[config.mk]
export PLATFORM = sky130hd
export DESIGN_NAME = frame_pacing_timer
export DESIGN_NICKNAME = d
export VERILOG_FILES = /design/src/rtl/fpt_pkg.sv /design/src/rtl/frame_pacing_timer.sv
export SDC_FILE = /design/constraint.sdc
export NUM_CORES = 1
export LEC_CHECK = 0
export BUFFER_PORTS_ARGS = -buffer_cell sky130_fd_sc_hd__buf_2
export CORE_MARGIN = 5
export CORE_UTILIZATION = 45
export DETAILED_ROUTE_END_ITERATION = 8
export SKIP_CTS_REPAIR_TIMING = 1
export SYNTH_ARGS = -nofsm -noshare
export SYNTH_HDL_FRONTEND = slang
export SYNTH_SLANG_ARGS = --single-unit
[constraint.sdc]
create_clock -name clk -period 11.2 [get_ports clk]
set_clock_uncertainty 0.2 [all_clocks]
set_input_delay 1.68 -clock clk [delete_from_list [all_inputs] [get_ports clk]]
set_output_delay 1.68 -clock clk [all_outputs]
set_load 0.005 [all_outputs]
[src/rtl/fpt_pkg.sv]
// Package for the frame pacing timer: field widths, reset values,
// register indexes and request codes.
// No dependencies; imported by frame_pacing_timer.
package fpt_pkg;

    // Tick rate of the timestamp counter.
    localparam int unsigned TICKS_PER_SECOND = 1000000;

    localparam int unsigned TIME_W    = 48;
    localparam int unsigned TARGET_W  = 20;
    localparam int unsigned FACTOR_W  = 5;
    localparam int unsigned LIMIT_W   = TARGET_W + FACTOR_W;
    localparam int unsigned ACC_W     = 32;
    localparam int unsigned COUNT_W   = 16;
    localparam int unsigned ELAPSED_W = 24;
    localparam int unsigned CFG_IDX_W = 2;
    localparam int unsigned CFG_DATA_W = TARGET_W;

    // Configuration register indexes.
    localparam logic [CFG_IDX_W-1:0] REG_FIXED_MODE     = 2'd0;
    localparam logic [CFG_IDX_W-1:0] REG_TARGET_PERIOD  = 2'd1;
    localparam logic [CFG_IDX_W-1:0] REG_OUTLIER_FACTOR = 2'd2;

    // Configuration reset values.
    localparam logic                RST_FIXED_MODE     = 1'b0;
    localparam logic [TARGET_W-1:0] RST_TARGET_PERIOD  = 20'd16666;
    localparam logic [FACTOR_W-1:0] RST_OUTLIER_FACTOR = 5'd4;

    // Elapsed value shown after reset or restart.
    localparam logic [ELAPSED_W-1:0] ELAPSED_RESTART = ELAPSED_W'(TICKS_PER_SECOND);

    // Request codes carried by the func field.
    localparam logic FUNC_UPDATE  = 1'b0;
    localparam logic FUNC_RESTART = 1'b1;

endpackage

[src/rtl/frame_pacing_timer.sv]
// Frame pacing timer: fixed-timestep accumulator with a frames-per-second counter.
// Depends on fpt_pkg for widths, reset values and codes.
// Single module: input register, one update pass, result register.

// The block takes one timestamped item per clock cycle unless the result register
// is held full by a low result_ready, and returns exactly one result for each,
// through the input register and then the result register. Its rate is set by
// the single update pass that reads and writes the timing state (last stamp,
// accumulator, frame counter) once per item. An update item measures the ticks
// since the previous item, replaces an outlier above target_period times
// outlier_factor with target_period, and then either feeds the fixed-step
// accumulator (fixed mode) or reports a frame directly (variable mode). Once a
// second of ticks has passed since the window began, the frame count becomes
// the reported frame rate. A restart item resets the timing state to the given
// timestamp without touching the configuration. Configuration is written through
// cfg_write/cfg_index/cfg_data and must only change while no item is in flight.
module frame_pacing_timer
    import fpt_pkg::*;
(
    input  logic                  clk,
    input  logic                  rst_n,

    input  logic                  cfg_write,
    input  logic [CFG_IDX_W-1:0]  cfg_index,
    input  logic [CFG_DATA_W-1:0] cfg_data,

    input  logic                  item_valid,
    output logic                  item_ready,
    input  logic                  func,
    input  logic [TIME_W-1:0]     now_time,

    output logic                  result_valid,
    input  logic                  result_ready,
    output logic                  update_frame,
    output logic [ELAPSED_W-1:0]  elapsed_ticks,
    output logic [COUNT_W-1:0]    frame_rate
);

    // Configuration, plus the outlier limit product precomputed on each write.
    logic                 fixed_mode_reg;
    logic [TARGET_W-1:0]  target_reg;
    logic [FACTOR_W-1:0]  factor_reg;
    logic [LIMIT_W-1:0]   limit_reg;
    logic [TARGET_W-1:0]  target_next;
    logic [FACTOR_W-1:0]  factor_next;
    logic [LIMIT_W-1:0]   limit_next;

    // Input register.
    logic                 stage_valid_reg;
    logic                 stage_func_reg;
    logic [TIME_W-1:0]    stage_time_reg;

    // Timing state. The frame flag, elapsed and rate registers double as the
    // result register, since they only change when a result is loaded.
    logic                 result_valid_reg;
    logic [TIME_W-1:0]    last_stamp_reg,   last_stamp_next;
    logic [TIME_W-1:0]    window_start_reg, window_start_next;
    logic [ACC_W-1:0]     acc_reg,          acc_next;
    logic [COUNT_W-1:0]   frames_reg,       frames_next;
    logic [COUNT_W-1:0]   rate_reg,         rate_next;
    logic [ELAPSED_W-1:0] elapsed_reg,      elapsed_next;
    logic                 flag_reg,         flag_next;

    // Datapath.
    logic                 advance;
    logic [TIME_W-1:0]    delta_raw;
    logic [TIME_W-1:0]    window_age;
    logic                 is_outlier;
    logic [LIMIT_W-1:0]   delta;
    logic [ACC_W:0]       acc_sum;
    logic [ACC_W-1:0]     acc_sat;
    logic                 fixed_fire;
    logic                 frame_hit;
    logic [COUNT_W-1:0]   frames_inc;
    logic [COUNT_W-1:0]   frames_counted;
    logic                 window_done;

    // The input stage moves on whenever the result register is free or being
    // emptied in the same cycle, so items stream at one per cycle.
    assign advance    = stage_valid_reg && (!result_valid_reg || result_ready);
    assign item_ready = !stage_valid_reg || advance;

    assign result_valid  = result_valid_reg;
    assign update_frame  = flag_reg;
    assign elapsed_ticks = elapsed_reg;
    assign frame_rate    = rate_reg;

    // Configuration writes; the limit product tracks whichever field changes.
    always_comb
    begin
        target_next = target_reg;
        factor_next = factor_reg;
        unique case (cfg_index)
            REG_TARGET_PERIOD:  target_next = cfg_data[TARGET_W-1:0];
            REG_OUTLIER_FACTOR: factor_next = cfg_data[FACTOR_W-1:0];
            default:            ;
        endcase
        limit_next = LIMIT_W'(target_next) * LIMIT_W'(factor_next);
    end

    always_ff @(posedge clk or negedge rst_n)
    begin
        if (!rst_n)
        begin
            fixed_mode_reg <= RST_FIXED_MODE;
            target_reg     <= RST_TARGET_PERIOD;
            factor_reg     <= RST_OUTLIER_FACTOR;
            limit_reg      <= LIMIT_W'(RST_TARGET_PERIOD) * LIMIT_W'(RST_OUTLIER_FACTOR);
        end
        else if (cfg_write)
        begin
            if (cfg_index == REG_FIXED_MODE)
            begin
                fixed_mode_reg <= cfg_data[0];
            end
            target_reg <= target_next;
            factor_reg <= factor_next;
            limit_reg  <= limit_next;
        end
    end

    // Delta since the previous item, modulo 2^48. Anything with bits above the
    // limit width is an outlier by construction, which also covers time that
    // runs backwards.
    assign delta_raw  = stage_time_reg - last_stamp_reg;
    assign window_age = stage_time_reg - window_start_reg;
    assign is_outlier = (|delta_raw[TIME_W-1:LIMIT_W]) || (delta_raw[LIMIT_W-1:0] > limit_reg);
    assign delta      = is_outlier ? LIMIT_W'(target_reg) : delta_raw[LIMIT_W-1:0];

    // Saturating accumulate for fixed-step pacing.
    assign acc_sum    = {1'b0, acc_reg} + (ACC_W + 1)'(delta);
    assign acc_sat    = acc_sum[ACC_W] ? {ACC_W{1'b1}} : acc_sum[ACC_W-1:0];
    assign fixed_fire = acc_sat >= ACC_W'(target_reg);

    assign frame_hit      = fixed_mode_reg ? fixed_fire : 1'b1;
    assign frames_inc     = (&frames_reg) ? frames_reg : frames_reg + 1'b1;
    assign frames_counted = frame_hit ? frames_inc : frames_reg;
    assign window_done    = window_age >= TIME_W'(TICKS_PER_SECOND);

    always_comb
    begin
        last_stamp_next   = stage_time_reg;
        window_start_next = window_start_reg;
        acc_next          = acc_reg;
        frames_next       = frames_counted;
        rate_next         = rate_reg;
        elapsed_next      = elapsed_reg;
        flag_next         = frame_hit;

        if (stage_func_reg == FUNC_RESTART)
        begin
            window_start_next = stage_time_reg;
            acc_next          = '0;
            frames_next       = '0;
            rate_next         = '0;
            elapsed_next      = ELAPSED_RESTART;
            flag_next         = 1'b0;
        end
        else
        begin
            if (fixed_mode_reg)
            begin
                // A fired frame is credited exactly one target period.
                acc_next = fixed_fire ? acc_sat - ACC_W'(target_reg) : acc_sat;
                if (fixed_fire)
                begin
                    elapsed_next = ELAPSED_W'(target_reg);
                end
            end
            else
            begin
                elapsed_next = (|delta[LIMIT_W-1:ELAPSED_W]) ? {ELAPSED_W{1'b1}}
                                                             : delta[ELAPSED_W-1:0];
            end

            if (window_done)
            begin
                rate_next         = frames_counted;
                frames_next       = '0;
                window_start_next = stage_time_reg;
            end
        end
    end

    always_ff @(posedge clk)
    begin
        if (item_valid && item_ready)
        begin
            stage_func_reg <= func;
            stage_time_reg <= now_time;
        end
    end

    always_ff @(posedge clk or negedge rst_n)
    begin
        if (!rst_n)
        begin
            stage_valid_reg  <= 1'b0;
            result_valid_reg <= 1'b0;
            last_stamp_reg   <= '0;
            window_start_reg <= '0;
            acc_reg          <= '0;
            frames_reg       <= '0;
            rate_reg         <= '0;
            elapsed_reg      <= ELAPSED_RESTART;
            flag_reg         <= 1'b0;
        end
        else
        begin
            if (item_ready)
            begin
                stage_valid_reg <= item_valid;
            end

            if (advance)
            begin
                result_valid_reg <= 1'b1;
                last_stamp_reg   <= last_stamp_next;
                window_start_reg <= window_start_next;
                acc_reg          <= acc_next;
                frames_reg       <= frames_next;
                rate_reg         <= rate_next;
                elapsed_reg      <= elapsed_next;
                flag_reg         <= flag_next;
            end
            else if (result_ready)
            begin
                result_valid_reg <= 1'b0;
            end
        end
    end

    // A restart clears the accumulator, frame count, rate and frame flag.
    assert property (@(posedge clk) disable iff (!rst_n)
        advance && stage_func_reg == FUNC_RESTART |=>
            acc_reg == '0 && frames_reg == '0 && rate_reg == '0 && !update_frame)
        else $error("restart did not clear pacing state");

    // In variable mode every update produces a frame.
    assert property (@(posedge clk) disable iff (!rst_n)
        advance && stage_func_reg == FUNC_UPDATE && !fixed_mode_reg |=> update_frame)
        else $error("variable-mode update without a frame");

    // In fixed mode a fired frame is credited exactly one target period.
    assert property (@(posedge clk) disable iff (!rst_n)
        advance && stage_func_reg == FUNC_UPDATE && fixed_mode_reg |=>
            !update_frame || elapsed_ticks == ELAPSED_W'($past(target_reg)))
        else $error("fixed-mode frame credited wrong elapsed ticks");

    // An empty input stage must always be able to take an item.
    assert property (@(posedge clk) disable iff (!rst_n)
        !stage_valid_reg |-> item_ready)
        else $error("input stage empty but not ready");

endmodule
==> out/results.ini, run 1 <==
[timing]
tightest_slew_ns=1.19
slew_violations=0
whs_ns=0.279
maxClockFrequency_mhz=95.6
slew_headroom_pct=20.3
rsz0062_at_grt=false
hold_viol_final=0
fin_crit_sh_pct=93.3
final_period_minus_worst_setup_slack_ns=10.45
tns_ns=0
setup-violations-final=0
fin_ws_ns=0.745

[place]
dpl.hpwl_mm=59.1
dp_slack_ns=-0.0264
portBuffers=118
gp_congestion=0.947

[critical_path]
crit_path_start_kind=register
r2r_end=elapsed_ticks[4]
crit_required_ns=11.45
end_kind=register
arrival_ns=10.70
cp_top_family=compound AO/OA/AOI/OAI gates
crit_cells=48
r2r_start=last_stamp_next[0]
cpMostUsedCell=nand2_1
r2r_setup_slack_ns=0.75
slowest_stage=or4b_4
worstSetupPathType=reg -> reg
slowest_delay_ns=0.57
ff2ff_path_depth=48
worstPathMaxFanout=34
critical_path_buf_inv_count=5

[global_route]
grt.overflow.total=0
grt_max_degree=101
grt.total_usage_pct=24.7
grt_pass1_wl_mm=121
antenna_found_initial=0
grt_pass1_vias=21700

[power_and_ir_drop]
p_leak_nw=12.7
powerDensity_mw_per_mm2=283
vdd_drop_max_mv=0.177

[floorplanning]
fp.dieArea_mm2=0.0608
start_util_pct=45.5
rows=86
die_w_um=247
pin_count=119
fp.dieH_um=247
coreArea_mm2=0.0553

[hold_path]
min_from=frame_rate[10]
hold_path.class=reg -> reg
whs_path_depth=1
min_to=frame_rate[10]

[clock_tree]
clk_path_buf_depth=3
cts_root_buffer=clkbuf_16
cts_buffers=37
cts.sinks=287
cts_max_level=2
clk_pin_slew_ns=0.06
clk_latency_ns=0.57
cts_tree=built

[logic_synthesis]
synth.net_count=3296
synth_edf_count=49
synth_common_cells=nand2_1, nor2_1, inv_1, dfrtp_1, o21ai_0
yosys_warnings=0
synth_area_mm2=0.0252
synth-main-ff-cell=dfrtp_1
syn_inst=2964
synthDistinctLibCells=93
async_flop_share_pct=82.9
synth_most_common_cell=nand2_1
ys_seq_area_share_pct=29.6
ys_ff_latch=287
syn_area_per_cell_um2=8.50
netlist.top_cell.by_area=dfrtp_1
synth_top_area_share_pct=21.9
synth.area.top_cells=dfrtp_1, ha_1, edfxtp_1

[drt]
firstDrtPassIters=8
wl_per_cell_um=19.9
vias=22400
drt-total-wl_mm=76.0
viasPerCell=5.86
postRouteAntennaNets=0
drc=0
first_iter_violations=1769

[finish]
diodes=0
final_nets=3370
syn_to_final_growth_pct=10.8
fillers=5369
drive_above_1_share_pct=12.0

[flow_run]
max-cap-violations=0

[status]
status=completed

[worst register-to-register path: cells and delay by family, from the launching register on]
family	cells	cell delay, ns
compound gates	21	4.28
simple gates	15	2.79
fa+ha+maj	6	1.82
buf+inv	5	0.68
flops	1	0.32
xor+xnor	1	0.21
[cells in the final DEF (no fill, tap or decap), drive strengths merged, types with 47 or more instances in the layout]
cell	Yosys	routed
a21o	52	52
a21oi	212	212
buf	31	163
clkbuf	97	47
dfrtp	220	220
edfxtp	49	49
fa	58	58
ha	198	198
inv	225	229
mux2	73	73
mux2i	86	86
nand2	357	357
nand3	64	64
nand4	52	52
nor2	242	242
nor3	58	58
o21ai	226	226
xnor2	78	78
xor2	48	48
[per-stage QoR]
stage | util [%] | std cells | total power, mW | cell area [um^2]
final | 50.5 | 3814 | 7.91 | 27900
after global routing | 50.5 | 3814 | 8.65 | 27900
after CTS | 50.3 | 3814 | 7.87 | 27800
after detailed placement | 48.0 | 3747 | 6.55 | 26600
after global placement | 48.0 | 3747 | 6.49 | 26600
after floorplan | - | 2964 | 5.27 | 25200
[report_power, final]
group / total [mW] / switching (mW) / leakage [nW] / internal [mW]
Clock: 1.26 / 0.519 / 0.616 / 0.745
Sequential: 1.43 / 0.133 / 3.39 / 1.30
Combinational: 5.22 / 3.08 / 8.72 / 2.14
Total: 7.91 / 3.73 / 12.7 / 4.18
[routing by layer]
layer  vias to the layer above  GRT usage (%)  wire length [um]  part of all wire [%]
met2                       693           39.7             34800                    46
met4                         0           5.69              1860                   2.4
met5                         -              0                 0                     0
met3                        96           4.27              4700                   6.2
li1                      10700              -                 -                     -
met1                     10800           34.9             34700                    46
[worst max path at each step]
stage | end | start | slack [ns]
2_1_floorplan | elapsed_ticks[12] | last_stamp_reg[0] | 1.16
3_3_place_gp | frames_reg[6] | last_stamp_next[0] | 0.24
3_5_place_dp | elapsed_ticks[4] | last_stamp_next[0] | -0.03
4_1_cts | elapsed_ticks[4] | last_stamp_next[0] | -0.07
5_1_grt | elapsed_ticks[4] | last_stamp_next[0] | 0.005
6_report | elapsed_ticks[4] | last_stamp_next[0] | 0.75
[area by class of cell]
cell class                      instances  area [um^2]  area share (%)
Clock buffer                           47         1050            3.78
Inverter                              225          845            3.03
Sequential cell                       287         7450            26.7
Clock inverter                         20          229           0.821
Tap cell                              748          936            3.35
Timing Repair Buffer                  163          955            3.42
Multi-Input combinational cell       2324        16400            58.9
[logic make-up after synthesis]
| group | count (synthesis) | synth area share, % |
|---|---|---|
| AOI/OAI and AO/OA | 795 | 20.3 |
| xor gates and xnor gates | 126 | 4.38 |
| adders and majority gates | 256 | 14.4 |
| buffers and inverters | 353 | 5.56 |
| DFF | 287 | 29.6 |
| muxes | 159 | 7.22 |
| and+or+nand+nor | 988 | 18.5 |
(Power assumes the default switching activity.)
==> run 2: changes to the inputs <==
clock period = 11.55 ns   (was 11.2 ns; I/O delays follow)
==> run 2 against run 1 <==
  * Cell count decreased by 0.10%
  * Register-to-register slack got worse by 0.07 ns
  * Hold slack gained 0.0041 ns
  * Non-clock buffer count fell by 7
  * Fmax shrank 3.9%
  * Design area about the same
  * Die area unchanged
  * Core utilization is essentially flat
  * Combinational power down 3%
  * First-iteration DRC count shrank 2.1%
==> out/results.ini, run 2 (same netlist as run 1, synthesis figures left out) <==
[clock_tree]
cts_root_buffer=clkbuf_16
cts_tree=built
clk_path_buf_depth=3
cts.sinks=287
cts_max_level=2
clk_pin_slew_ns=0.06
clk_latency_ns=0.55
cts_buffers=38

[status]
status=completed

[hold_path]
whs_path_depth=1
min_from=frame_rate[3]
min_to=frame_rate[3]
hold_path.class=reg -> reg

[floorplanning]
coreArea_mm2=0.0553
die_w_um=247
fp.dieArea_mm2=0.0608
fp.dieH_um=247
start_util_pct=45.5
pin_count=119
rows=86

[critical_path]
r2r_setup_slack_ns=0.68
crit_path_start_kind=register
cpMostUsedCell=ha_1
worstSetupPathType=reg -> reg
slowest_delay_ns=0.78
ff2ff_path_depth=45
cp_top_family=compound AO/OA/AOI/OAI gates
worstPathMaxFanout=9
arrival_ns=11.11
end_kind=register
critical_path_buf_inv_count=2
slowest_stage=or4b_2
crit_required_ns=11.79
r2r_start=last_stamp_reg[0]
r2r_end=elapsed_ticks[7]
startpoint=last_stamp_reg[0]

[global_route]
busiest_layer=met2
use_met2_pct=39.8
grt_use_met3_pct=3.31
grt.overflow.total=0
grt_pass1_wl_mm=122
use_met1_pct=35.5
grt_pass1_vias=21800
grt.total_usage_pct=24.9
antenna_found_initial=0
grt_max_degree=105

[power_and_ir_drop]
p_leak_nw=12.7
power_mw=7.70
powerDensity_mw_per_mm2=276
vdd_drop_max_mv=0.217

[drt]
firstDrtPassIters=5
drc=0
vias=22400
drt-total-wl_mm=76.9
wl_per_cell_um=20.2
postRouteAntennaNets=0
first_iter_violations=1732
viasPerCell=5.88

[finish]
drive_above_1_share_pct=11.6
mostFrequentLayoutCells=nand2_1, nor2_1, inv_1, dfrtp_1
multi_input_area_mm2=0.0164
instances_no_fill=3810
syn_to_final_growth_pct=10.7
diodes=0
fillers=5337
final_util_pct=50.4
layout_commonest_cell=nand2_1
final_nets=3364
register_area_mm2=0.00745

[timing]
setup-violations-final=0
slew_headroom_pct=27.0
rsz0062_at_grt=true
fin_ws_ns=0.676
hold_viol_final=0
fin_crit_sh_pct=94.1
final_period_minus_worst_setup_slack_ns=10.87
tightest_slew_ns=1.09
slew_violations=0
maxClockFrequency_mhz=92.0
tns_ns=0

[place]
portBuffers=118
dpl.hpwl_mm=59.5
dp_slack_ns=-0.0559
gp_congestion=0.968
dp.cells=3740

[flow_run]
max-cap-violations=0

## run 2: cell count changes in the layout (fill, tap and decap cells not counted), moves of 2 or more
cell        before  now
a21oi_2          6    4
buf_4           43   37
clkbuf_1         2    8
clkinvlp_4       6    3
inv_6            3    0
a21oi_1        206  208
## run 2: worst max path at each step
stage | end | depth (start not counted)
after global routing | acc_reg[29] | 46
final | elapsed_ticks[7] | 45
after global placement | frame_rate[4] | 46
after CTS | frame_rate[4] | 45
after detailed placement | frame_rate[4] | 45
after floorplan | elapsed_ticks[12] | 47
## run 2: layer usage
metal  vias up  part of all wire, %
met1     10900                   47
met5         -                    0
li1      10700                    -
met4         0                  2.9
met2       631                   45
met3       115                  5.3
## run 2: where the power goes
part | internal, mW | total (mW) | switching [mW] | leakage [nW]
clock network | 0.765 | 1.24 | 0.479 | 0.642
registers | 1.26 | 1.38 | 0.128 | 3.39
logic | 2.06 | 5.07 | 3.01 | 8.69
total | 4.08 | 7.70 | 3.62 | 12.7
## run 2: final cells by class
cell class / count / area share, %
Multi-Input combinational cell: 2324 / 58.9
Sequential cell: 287 / 26.7
Clock buffer: 55 / 4.00
Tap cell: 748 / 3.36
Timing Repair Buffer: 156 / 3.19
Inverter: 225 / 3.03
Clock inverter: 15 / 0.763
## run 2: metrics by stage
stage	instance area, um^2	hold slack, ns
after floorplan	25200	0.250
after global placement	26500	0.262
after detailed placement	26500	0.271
after CTS	27800	0.284
after global routing	27900	0.306
final	27900	0.283
